===== config.mk =====
export PLATFORM = sky130hd
export DESIGN_NAME = pncm_ctrl
export DESIGN_NICKNAME = d
export VERILOG_FILES = /design/src/hw/rtl/pncm_pkg.sv /design/src/hw/rtl/pncm_ctrl.sv
export SDC_FILE = /design/constraint.sdc
export NUM_CORES = 1
export LEC_CHECK = 0
export ABC_AREA = 0
export BUFFER_PORTS_ARGS = -buffer_cell sky130_fd_sc_hd__buf_2
export CORE_AREA = 10 10 47 49
export DETAILED_ROUTE_END_ITERATION = 12
export DIE_AREA = 0 0 57 59
export PLACE_DENSITY_LB_ADDON = 0.12
export REMOVE_ABC_BUFFERS = 1
export SLEW_MARGIN = 10
export SYNTH_ARGS = -nofsm -noshare
export SYNTH_HDL_FRONTEND = slang
export SYNTH_SLANG_ARGS = --single-unit
export TNS_END_PERCENT = 30

===== constraint.sdc =====
create_clock -name clk_i -period 1.25 [get_ports clk_i]
set_clock_uncertainty 0.05 [all_clocks]
set_input_delay 0.125 -clock clk_i [delete_from_list [all_inputs] [get_ports clk_i]]
set_output_delay 0.125 -clock clk_i [all_outputs]
set_load 0.02 [all_outputs]

===== src/hw/rtl/pncm_pkg.sv =====
// ----------------------------------------------------------------------------
// pncm_pkg
// shared constants, types and codes of the penalised nearest colour match
// ----------------------------------------------------------------------------
package pncm_pkg;

  // table size and derived widths
  localparam int unsigned MAX_ENTRIES = 1024;
  localparam int unsigned IDX_W       = $clog2(MAX_ENTRIES);
  localparam int unsigned CNT_W       = $clog2(MAX_ENTRIES + 1);

  // field widths
  localparam int unsigned CFG_W       = 11;
  localparam int unsigned IN_INDEX_W  = 10;
  localparam int unsigned CHAN_W      = 8;
  localparam int unsigned COLOR_W     = 3 * CHAN_W;
  localparam int unsigned USES_W      = 16;
  localparam int unsigned OUT_INDEX_W = 10;
  localparam int unsigned IN_TDATA_W  = 40;
  localparam int unsigned OUT_TDATA_W = 32;

  // scoring widths
  localparam int unsigned D2_W    = 18;
  localparam int unsigned WGT_W   = USES_W + 1;
  localparam int unsigned P_W     = D2_W + WGT_W;
  localparam int unsigned SCORE_W = 27;
  localparam int unsigned S_W     = SCORE_W + WGT_W;

  localparam logic [CFG_W-1:0]   CFG_RESET = CFG_W'(1024);
  localparam logic [SCORE_W-1:0] LIMIT_SQ  = SCORE_W'(100000000);
  localparam logic [USES_W-1:0]  USES_MAX  = '1;

  // function codes carried on tuser
  localparam logic FUNC_LOAD  = 1'b0;
  localparam logic FUNC_QUERY = 1'b1;

  typedef enum logic [2:0] {
    ST_CLEAR,
    ST_IDLE,
    ST_SCAN,
    ST_FETCH,
    ST_UPDATE
  } pncm_state_e;

  typedef struct packed {
    logic load;
    logic start;
    logic scan;
    logic clr;
    logic update;
  } pncm_cmd_t;

  typedef struct packed {
    logic clr_last;
    logic scan_done;
    logic out_free;
  } pncm_sts_t;

endpackage


===== src/hw/rtl/pncm_ctrl.sv =====
// ----------------------------------------------------------------------------
// pncm_ctrl
// sequencer: clearing pass, loads, query scan, count update
// ----------------------------------------------------------------------------
module pncm_ctrl (
  input  logic               clk_i,
  input  logic               rst_ni,
  input  logic               in_valid_i,
  input  logic               in_func_i,
  output logic               in_ready_o,
  input  pncm_pkg::pncm_sts_t sts_i,
  output pncm_pkg::pncm_cmd_t cmd_o
);

  pncm_pkg::pncm_state_e state_q, state_d;

  // state register
  always_ff @(posedge clk_i or negedge rst_ni) begin
    if (!rst_ni) begin
      state_q <= pncm_pkg::ST_CLEAR;
    end else begin
      state_q <= state_d;
    end
  end

  // next state and commands
  always_comb begin
    state_d    = state_q;
    cmd_o      = '0;
    in_ready_o = 1'b0;
    case (state_q)
      pncm_pkg::ST_CLEAR: begin
        cmd_o.clr = 1'b1;
        if (sts_i.clr_last) begin
          state_d = pncm_pkg::ST_IDLE;
        end
      end
      pncm_pkg::ST_IDLE: begin
        in_ready_o = 1'b1;
        if (in_valid_i) begin
          if (in_func_i == pncm_pkg::FUNC_LOAD) begin
            cmd_o.load = 1'b1;
          end else begin
            cmd_o.start = 1'b1;
            state_d     = pncm_pkg::ST_SCAN;
          end
        end
      end
      pncm_pkg::ST_SCAN: begin
        cmd_o.scan = 1'b1;
        if (sts_i.scan_done) begin
          state_d = pncm_pkg::ST_FETCH;
        end
      end
      pncm_pkg::ST_FETCH: begin
        // count of the winner is read this cycle
        state_d = pncm_pkg::ST_UPDATE;
      end
      pncm_pkg::ST_UPDATE: begin
        if (sts_i.out_free) begin
          cmd_o.update = 1'b1;
          state_d      = pncm_pkg::ST_IDLE;
        end
      end
      default: begin
        state_d = pncm_pkg::ST_IDLE;
      end
    endcase
  end

endmodule


==> Implementation_results.wiki, run 1 <==
{| class="wikitable"
! Metric !! Value
|-
| Result of the run || complete, but fails checks
|-
| Violated checks || setup timing
|-
| Layout cell share with drive strength beyond 1 || between 60% and 70%
|-
| Full die area || ~3400 µm²
|-
| Worst hold slack after final layout || between 0.1 and 0.15 ns
|-
| Total Nets Final || about 50
|-
| Pin count of the biggest net entering global routing || 7
|-
| Top cells by area in the synthesized netlist || dfrtp_1 38%, nor3b_4 9.6%, and4bb_2 6.4%, nor3_1 5.1%, and3b_1 4.5%
|-
| Area taken by flip-flops and latches || between 70 and 80 µm²
|-
| Kind of end point of the critical path || primary output
|-
| Count of H-tree levels built during CTS || 1
|-
| Cell Rows || 14
|-
| Flop2flop setup slack || ~0.1 ns
|-
| Count of final hold-check violations || 0
|-
| Time the worst path needs with I/O delays and setup || 1.39 ns
|-
| Unrepaired setup endpoints after global routing || yes
|-
| Endpoint of the worst register-to-register path || state_q[0]$_DFFE_PN0P_
|-
| Dpl ws || between 0.015 and 0.02 ns
|-
| Normalized max-slew margin || a little over four fifths
|-
| RR Startpoint || state_q[1]$_DFFE_PN0P_
|-
| Delay of the slowest critical-path stage || 0.44 ns
|-
| Top register by number of flip-flops || state_q
|-
| Clock buffers created by TritonCTS || 3
|-
| Area of the placeable core || 1400 µm²
|-
| Wire length of the first global-routing pass || 1170 µm
|-
| WP data arrival || ~1.2 ns
|-
| Cell Area, Synth || roughly 200 µm²
|-
| Placed wire-length estimate || around 540 µm
|-
| Length in cells of the worst reg-to-reg path || 4
|-
| Clock Sinks || 3
|-
| Maximum frequency from static timing analysis || 717 MHz
|-
| Portion of the post-synthesis area used by sequential elements || approximately two fifths
|-
| Remaining antenna violation count || 0
|-
| Largest register FFs || 3
|-
| Number of instances in the synthesized netlist || 20
|-
| Leak pwr || between 0.15 and 0.2 nW
|-
| Drt first pass iters || 3
|-
| Period Utilization, post-route || 112%
|-
| Placed cell count || 49
|-
| Number of endpoints failing setup at the final stage || 6
|-
| Clock root buffer master || clkbuf_4
|-
| Vias in the first global route || roughly 260
|-
| Start point of the worst min-delay path || in_valid_i
|-
| Antenna violations before repair || 0
|-
| Crit path setup slack, layout || -0.144 ns
|-
| # Max-Cap Violations || 0
|-
| Effective utilization at floorplan || approximately 14%
|-
| Sum of overflow across all layers after global routing || 0
|-
| Routed wirelength normalized by instance count || roughly 12 µm
|-
| Clock transition at the registers of the reported paths || around 0.040 ns
|-
| Multi-input gate area || about 140 µm²
|-
| Average size of a mapped cell || roughly 9.8 µm²
|-
| End point of the most critical hold path || state_q[0]$_DFFE_PN0P_
|-
| I/O pins || 13
|-
| Synth area leader || dfrtp_1
|-
| Non-filler instance count after layout || 57
|-
| Peak ir drop on the vdd network || around 830 µV
|-
| Routability congestion estimate from global placement || a little under 0.7
|-
| Number of buffers on the longest clock path || 2
|-
| Total of buffers placed on input and output ports || 12
|-
| Number of DRC violations after detailed routing || 0
|-
| Area share of the largest cell type after synthesis || 38.5%
|-
| Ratio of routed vias to standard cells || slightly above 4
|-
| Horizontal die dimension || 57 µm
|-
| Critical Path Start Type || flip-flop
|-
| Growth of design area from synthesis to finish || 101%
|-
| Path class of the lowest-slack min-delay path || input port to flip-flop
|-
| Cell area power density || between 2000 and 3000 nW/µm²
|-
| Number of vias after detailed routing || 234
|-
| Share of the core filled with cells || between 20 and 30%
|-
| Slowest library cell on the worst path || dfrtp_2
|-
| Hold depth || 4
|-
| Antenna cell count || 0
|-
| Source-to-sink clock delay at the later pin of the worst-skew pair || roughly 0.24 ns
|-
| Overall routing resource usage || slightly below 5%
|-
| Crit path kind || flip-flop to primary output
|-
| Ordered cell list for the critical path || nor3b_4 > and3_4 > buf_6
|-
| Registers with the highest flip-flop counts || state_q x3
|-
| Max-slew violation total from the final report || 0
|-
| Register bit count reported by yosys || 3
|-
| YS warnings || 0
|-
| Aggregate routed wire length || 691 µm
|-
| Library cells used by synthesis || 16
|-
| Data required time at the worst endpoint || 1.08 ns
|-
| Die span in y || about 60 µm
|-
| Clock tree from TritonCTS || done
|-
| Violation count after the first detailed-routing iteration || 2
|-
| Filler instances || roughly 170
|-
| Final TNS setup || -0.455 ns
|-
| Max Fanout on Critical Path || 6
|-
| Worst slew pin tran || ~0.25 ns
|}
[worst max-delay path: cells and delay by family (launching register included)]
family / cells / cell delay (ns)
flip-flops: 1 / 0.44
buffers and inverters: 1 / 0.11
AND/OR/NAND/NOR: 2 / 0.42
[routing by layer]
| layer | global-route usage [%] | vias up | share of wire (%) |
|---|---|---|---|
| met2 | 6.82 | 12 | 47 |
| met5 | 0 | - | 0 |
| met1 | 4.31 | 106 | 41 |
| met4 | 5.03 | 0 | 2.7 |
| met3 | 3.65 | 2 | 9.8 |
| li1 | - | 114 | - |
[worst max-delay path by stage]
stage,start,slack (ns),end,cells past startpoint
final,state_q[2]$_DFFE_PN0P_,-0.14,cmd_o[3],3
after global routing,state_q[2]$_DFFE_PN0P_,-0.21,cmd_o[3],3
after CTS,state_q[2]$_DFFE_PN0P_,-0.16,cmd_o[3],3
after detailed placement,state_q[2]$_DFFE_PN0P_,0.02,cmd_o[3],3
after global placement,state_q[2]$_DFFE_PN0P_,0.03,cmd_o[3],3
after floorplan,state_q[2]$_DFFE_PN0P_,-0.09,state_q[1]$_DFFE_PN0P_,3
[Yosys cell counts]
library cell,n
dfrtp_1,3
nand2_1,2
nor3_1,2
a21oi_1,1
and3_1,1
and3b_1,1
and4bb_2,1
inv_1,1
nand2b_1,1
nor2_1,1
nor3b_4,1
nor4b_1,1
o21bai_1,1
o31ai_1,1
or2_1,1
or2b_1,1
[cells by family (layout without fill, tap and decap cells)]
| kind of cell | count (synthesis) | after routing | share of synthesized area (%) |
|---|---|---|---|
| DFF | 3 | 3 | 38.5 |
| AOI/OAI and AO/OA | 3 | 3 | 10.3 |
| and+or+nand+nor | 13 | 13 | 49.4 |
| buffers and inverters | 1 | 22 | 1.92 |
[report_power, final]
part | total, mW | internal (mW) | switching (mW)
combinational | 0.703 | 0.382 | 0.321
clock | 0.179 | 0.120 | 0.0586
sequential | 0.223 | 0.154 | 0.0693
total | 1.10 | 0.656 | 0.449
[final cells by class]
cell class	instances	area share, %
clock buffers	4	6.69
well taps	16	5.10
repair buffers	17	33.1
multi-input cells	16	34.4
flip-flops and latches	3	19.7
inverters	1	0.955
[per-stage QoR]
step	instance area (µm²)	power [mW]
after detailed placement	283	0.701
after global routing	393	1.20
after global placement	283	0.708
final	393	1.10
after floorplan	195	0.532
after CTS	384	1.10
[cells in the final DEF, fill, tap and decap left out]
| master | instances |
|---|---|
| buf_2 | 6 |
| nand2b_1 | 1 |
| nor3_2 | 1 |
| dlygate4sd3_1 | 1 |
| or2_1 | 1 |
| nor4b_2 | 1 |
| nor2_2 | 1 |
| inv_1 | 1 |
| o21bai_1 | 1 |
| nor3_1 | 1 |
| and3_4 | 1 |
| nor3b_4 | 1 |
| and3b_1 | 1 |
| o31ai_1 | 1 |
| a21oi_1 | 1 |
| dfrtp_1 | 1 |
| or2b_1 | 1 |
| buf_6 | 4 |
| dfrtp_2 | 2 |
| buf_4 | 6 |
| clkbuf_1 | 1 |
| clkbuf_4 | 3 |
| nand2_1 | 2 |
| and4bb_2 | 1 |
[what timing repair did]
action | in CTS | in global routing
endpoints found under the setup margin | 6 | 8
hold buffers | 1 | 0
buffers inserted | 3 | 0
resized for setup | 14 | 2
pin swaps | 3 | 2
endpoints found under the hold margin | 3 | 0
No activity file was read; power rests on OpenSTA's default activity.
==> run 2: changes to the inputs <==
==> constraint.sdc (replaced) <==
create_clock -name clk_i -period 1.25 [get_ports clk_i]
set_clock_uncertainty 0.05 [all_clocks]
set_input_delay 0.0625 -clock clk_i [delete_from_list [all_inputs] [get_ports clk_i]]
set_output_delay 0.0625 -clock clk_i [all_outputs]
set_load 0.02 [all_outputs]
==> run 2 against run 1 <==
The flow still finishes with violations (setup timing). First-iteration DRC count is 100% lower. Sequential cell count stayed put. Clock-buffer cell count stayed put. Clock power is 6% lower. Largest cell class unchanged. Largest power group unchanged. Highest routed layer unchanged.
==> Implementation_results.wiki, run 2 (synthesis results as in run 1) <==
{| class="wikitable"
! Metric !! Value
|-
| Result of the run || complete, but fails checks
|-
| Violated checks || setup timing
|-
| Seq pwr share || 22.8%
|-
| Overall routing resource usage || under 10%
|-
| Violation count after the first detailed-routing iteration || 0
|-
| Effective utilization at floorplan || between 10 and 15%
|-
| Area of the placeable core || 1400 µm²
|-
| Max Fanout on Critical Path || 6
|-
| Net switching power || roughly 440 µW
|-
| Largest register FFs || 3
|-
| Dpl ws || around 0.076 ns
|-
| Wire length of the first global-routing pass || around 1100 µm
|-
| Total of buffers placed on input and output ports || 12
|-
| Registers with the highest flip-flop counts || state_q x3
|-
| Internal power || roughly 640 µW
|-
| Vias in the first global route || approximately 240
|-
| Leak pwr || around 0.19 nW
|-
| Filler instances || approximately 170
|-
| Time the worst path needs with I/O delays and setup || roughly 1.3 ns
|-
| I/O pins || 13
|-
| Highest-count cells in the layout ignoring fill and taps || 7 x buf_2, 7 x buf_4, 3 x clkbuf_4, 3 x buf_6, 3 x dfrtp_2
|-
| Worst hold slack after final layout || around 0.099 ns
|-
| Maximum frequency from static timing analysis || ~740 MHz
|-
| Aggregate routed wire length || ~700 µm
|-
| Horizontal die dimension || 57 µm
|-
| Ratio of routed vias to standard cells || a little over 4
|-
| Clock root buffer master || clkbuf_4
|-
| Layout cell share with drive strength beyond 1 || approximately 69%
|-
| Count of final hold-check violations || 0
|-
| Peak ir drop on the vdd network || about 770 µV
|-
| Full die area || 3360 µm²
|-
| Pin count of the biggest net entering global routing || 7
|-
| Crit path kind || flip-flop to primary output
|-
| Multi-input gate area || about 140 µm²
|-
| Area taken by flip-flops and latches || 78.8 µm²
|-
| Antenna cell count || 0
|-
| Period Utilization, post-route || 108%
|-
| Normalized max-slew margin || 84.3%
|-
| Clock transition at the registers of the reported paths || approximately 0.03 ns
|-
| Share of the core filled with cells || between 20% and 30%
|-
| Pwr Total || roughly 1.1 mW
|-
| Number of buffers on the longest clock path || 2
|-
| Unrepaired setup endpoints after global routing || yes
|-
| Source-to-sink clock delay at the later pin of the worst-skew pair || 0.23 ns
|-
| Non-filler instance count after layout || 58
|-
| Die span in y || 59 µm
|-
| Growth of design area from synthesis to finish || 103%
|-
| Path class of the lowest-slack min-delay path || input port to flip-flop
|-
| Data required time at the worst endpoint || about 1.1 ns
|-
| Top register by number of flip-flops || state_q
|-
| Number of endpoints failing setup at the final stage || 3
|-
| WP data arrival || about 1.2 ns
|-
| Worst slew pin tran || roughly 0.23 ns
|-
| Clock share of power || between 10% and 20%
|-
| Clock Sinks || 3
|-
| Number of vias after detailed routing || 235
|-
| Max-slew violation total from the final report || 0
|-
| Kind of end point of the critical path || primary output
|-
| Critical Path Start Type || flip-flop
|-
| # Max-Cap Violations || 0
|-
| Clock tree from TritonCTS || done
|-
| Sum of overflow across all layers after global routing || 0
|-
| Cell Rows || 14
|-
| Crit path setup slack, layout || -0.0945 ns
|-
| Remaining antenna violation count || 0
|-
| Drt first pass iters || 1
|-
| Total Nets Final || 50
|-
| Routed wirelength normalized by instance count || between 10 and 15 µm
|-
| Antenna violations before repair || 0
|-
| Number of DRC violations after detailed routing || 0
|-
| Clock buffers created by TritonCTS || 3
|-
| Count of H-tree levels built during CTS || 1
|-
| Sw Ratio || between 40% and 50%
|-
| Cell area power density || roughly 2700 nW/µm²
|-
| Routability congestion estimate from global placement || slightly below 0.7
|-
| Logic pwr share || between 60 and 70%
|-
| Placed cell count || 48
|}
## run 2: layer usage
metal / wire length (µm) / global-route usage [%]
met5: 0 / 0
met4: 27 / 7.05
met3: 54 / 1.93
met2: 354 / 6.36
met1: 263 / 4.39
## run 2: final cells by class
type	count	share of cell area [%]
tap	16	5.06
sequential	3	19.9
clock buffer	4	6.65
inverter	1	0.949
timing repair buffer	18	33.2
multi-input combinational	16	34.2
## run 2: worst paths after layout
check / startpoint / endpoint / slack [ns] / cells after the start
setup / recovery: state_q[0]$_DFFE_PN0P_ / cmd_o[3] / -0.09 / 3
hold / removal: in_valid_i / state_q[0]$_DFFE_PN0P_ / 0.1 / 4
setup reg to reg: state_q[1]$_DFFE_PN0P_ / state_q[0]$_DFFE_PN0P_ / 0.06 / 4
hold reg to reg: state_q[0]$_DFFE_PN0P_ / state_q[2]$_DFFE_PN0P_ / 0.60 / 2
max in group asynchronous: rst_ni / state_q[0]$_DFFE_PN0P_ / 0.91 / 2
min in group asynchronous: rst_ni / state_q[2]$_DFFE_PN0P_ / 0.11 / 2
## run 2: timing repair
action	4_1_cts	5_1_grt
pin swaps	2	2
hold buffers	1	0
setup buffers	4	1
setup endpoints to repair	5	6
endpoints found under the hold margin	3	0
gates resized for setup	11	4
cloned	0	0
## run 2: per-stage QoR
step,setup TNS [ns],area [µm²]
3_5_place_dp,0,275
4_1_cts,-0.265,375
5_1_grt,-0.522,395
6_report,-0.204,395
2_1_floorplan,-0.0949,195
3_3_place_gp,0,275
## run 2: power groups by stage
stage	registers, mW	logic (mW)	clock network, mW
after floorplan	0.219	0.313	0
after global placement	0.256	0.433	0
after detailed placement	0.250	0.431	0
after CTS	0.247	0.610	0.179
after global routing	0.258	0.727	0.193
final	0.246	0.662	0.169
## run 2: worst max-delay path, stage by stage (launching register included)
cell and delay (ns):
dfrtp_2 0.42, nor3b_4 0.25, and3_4 0.22, buf_6 0.11
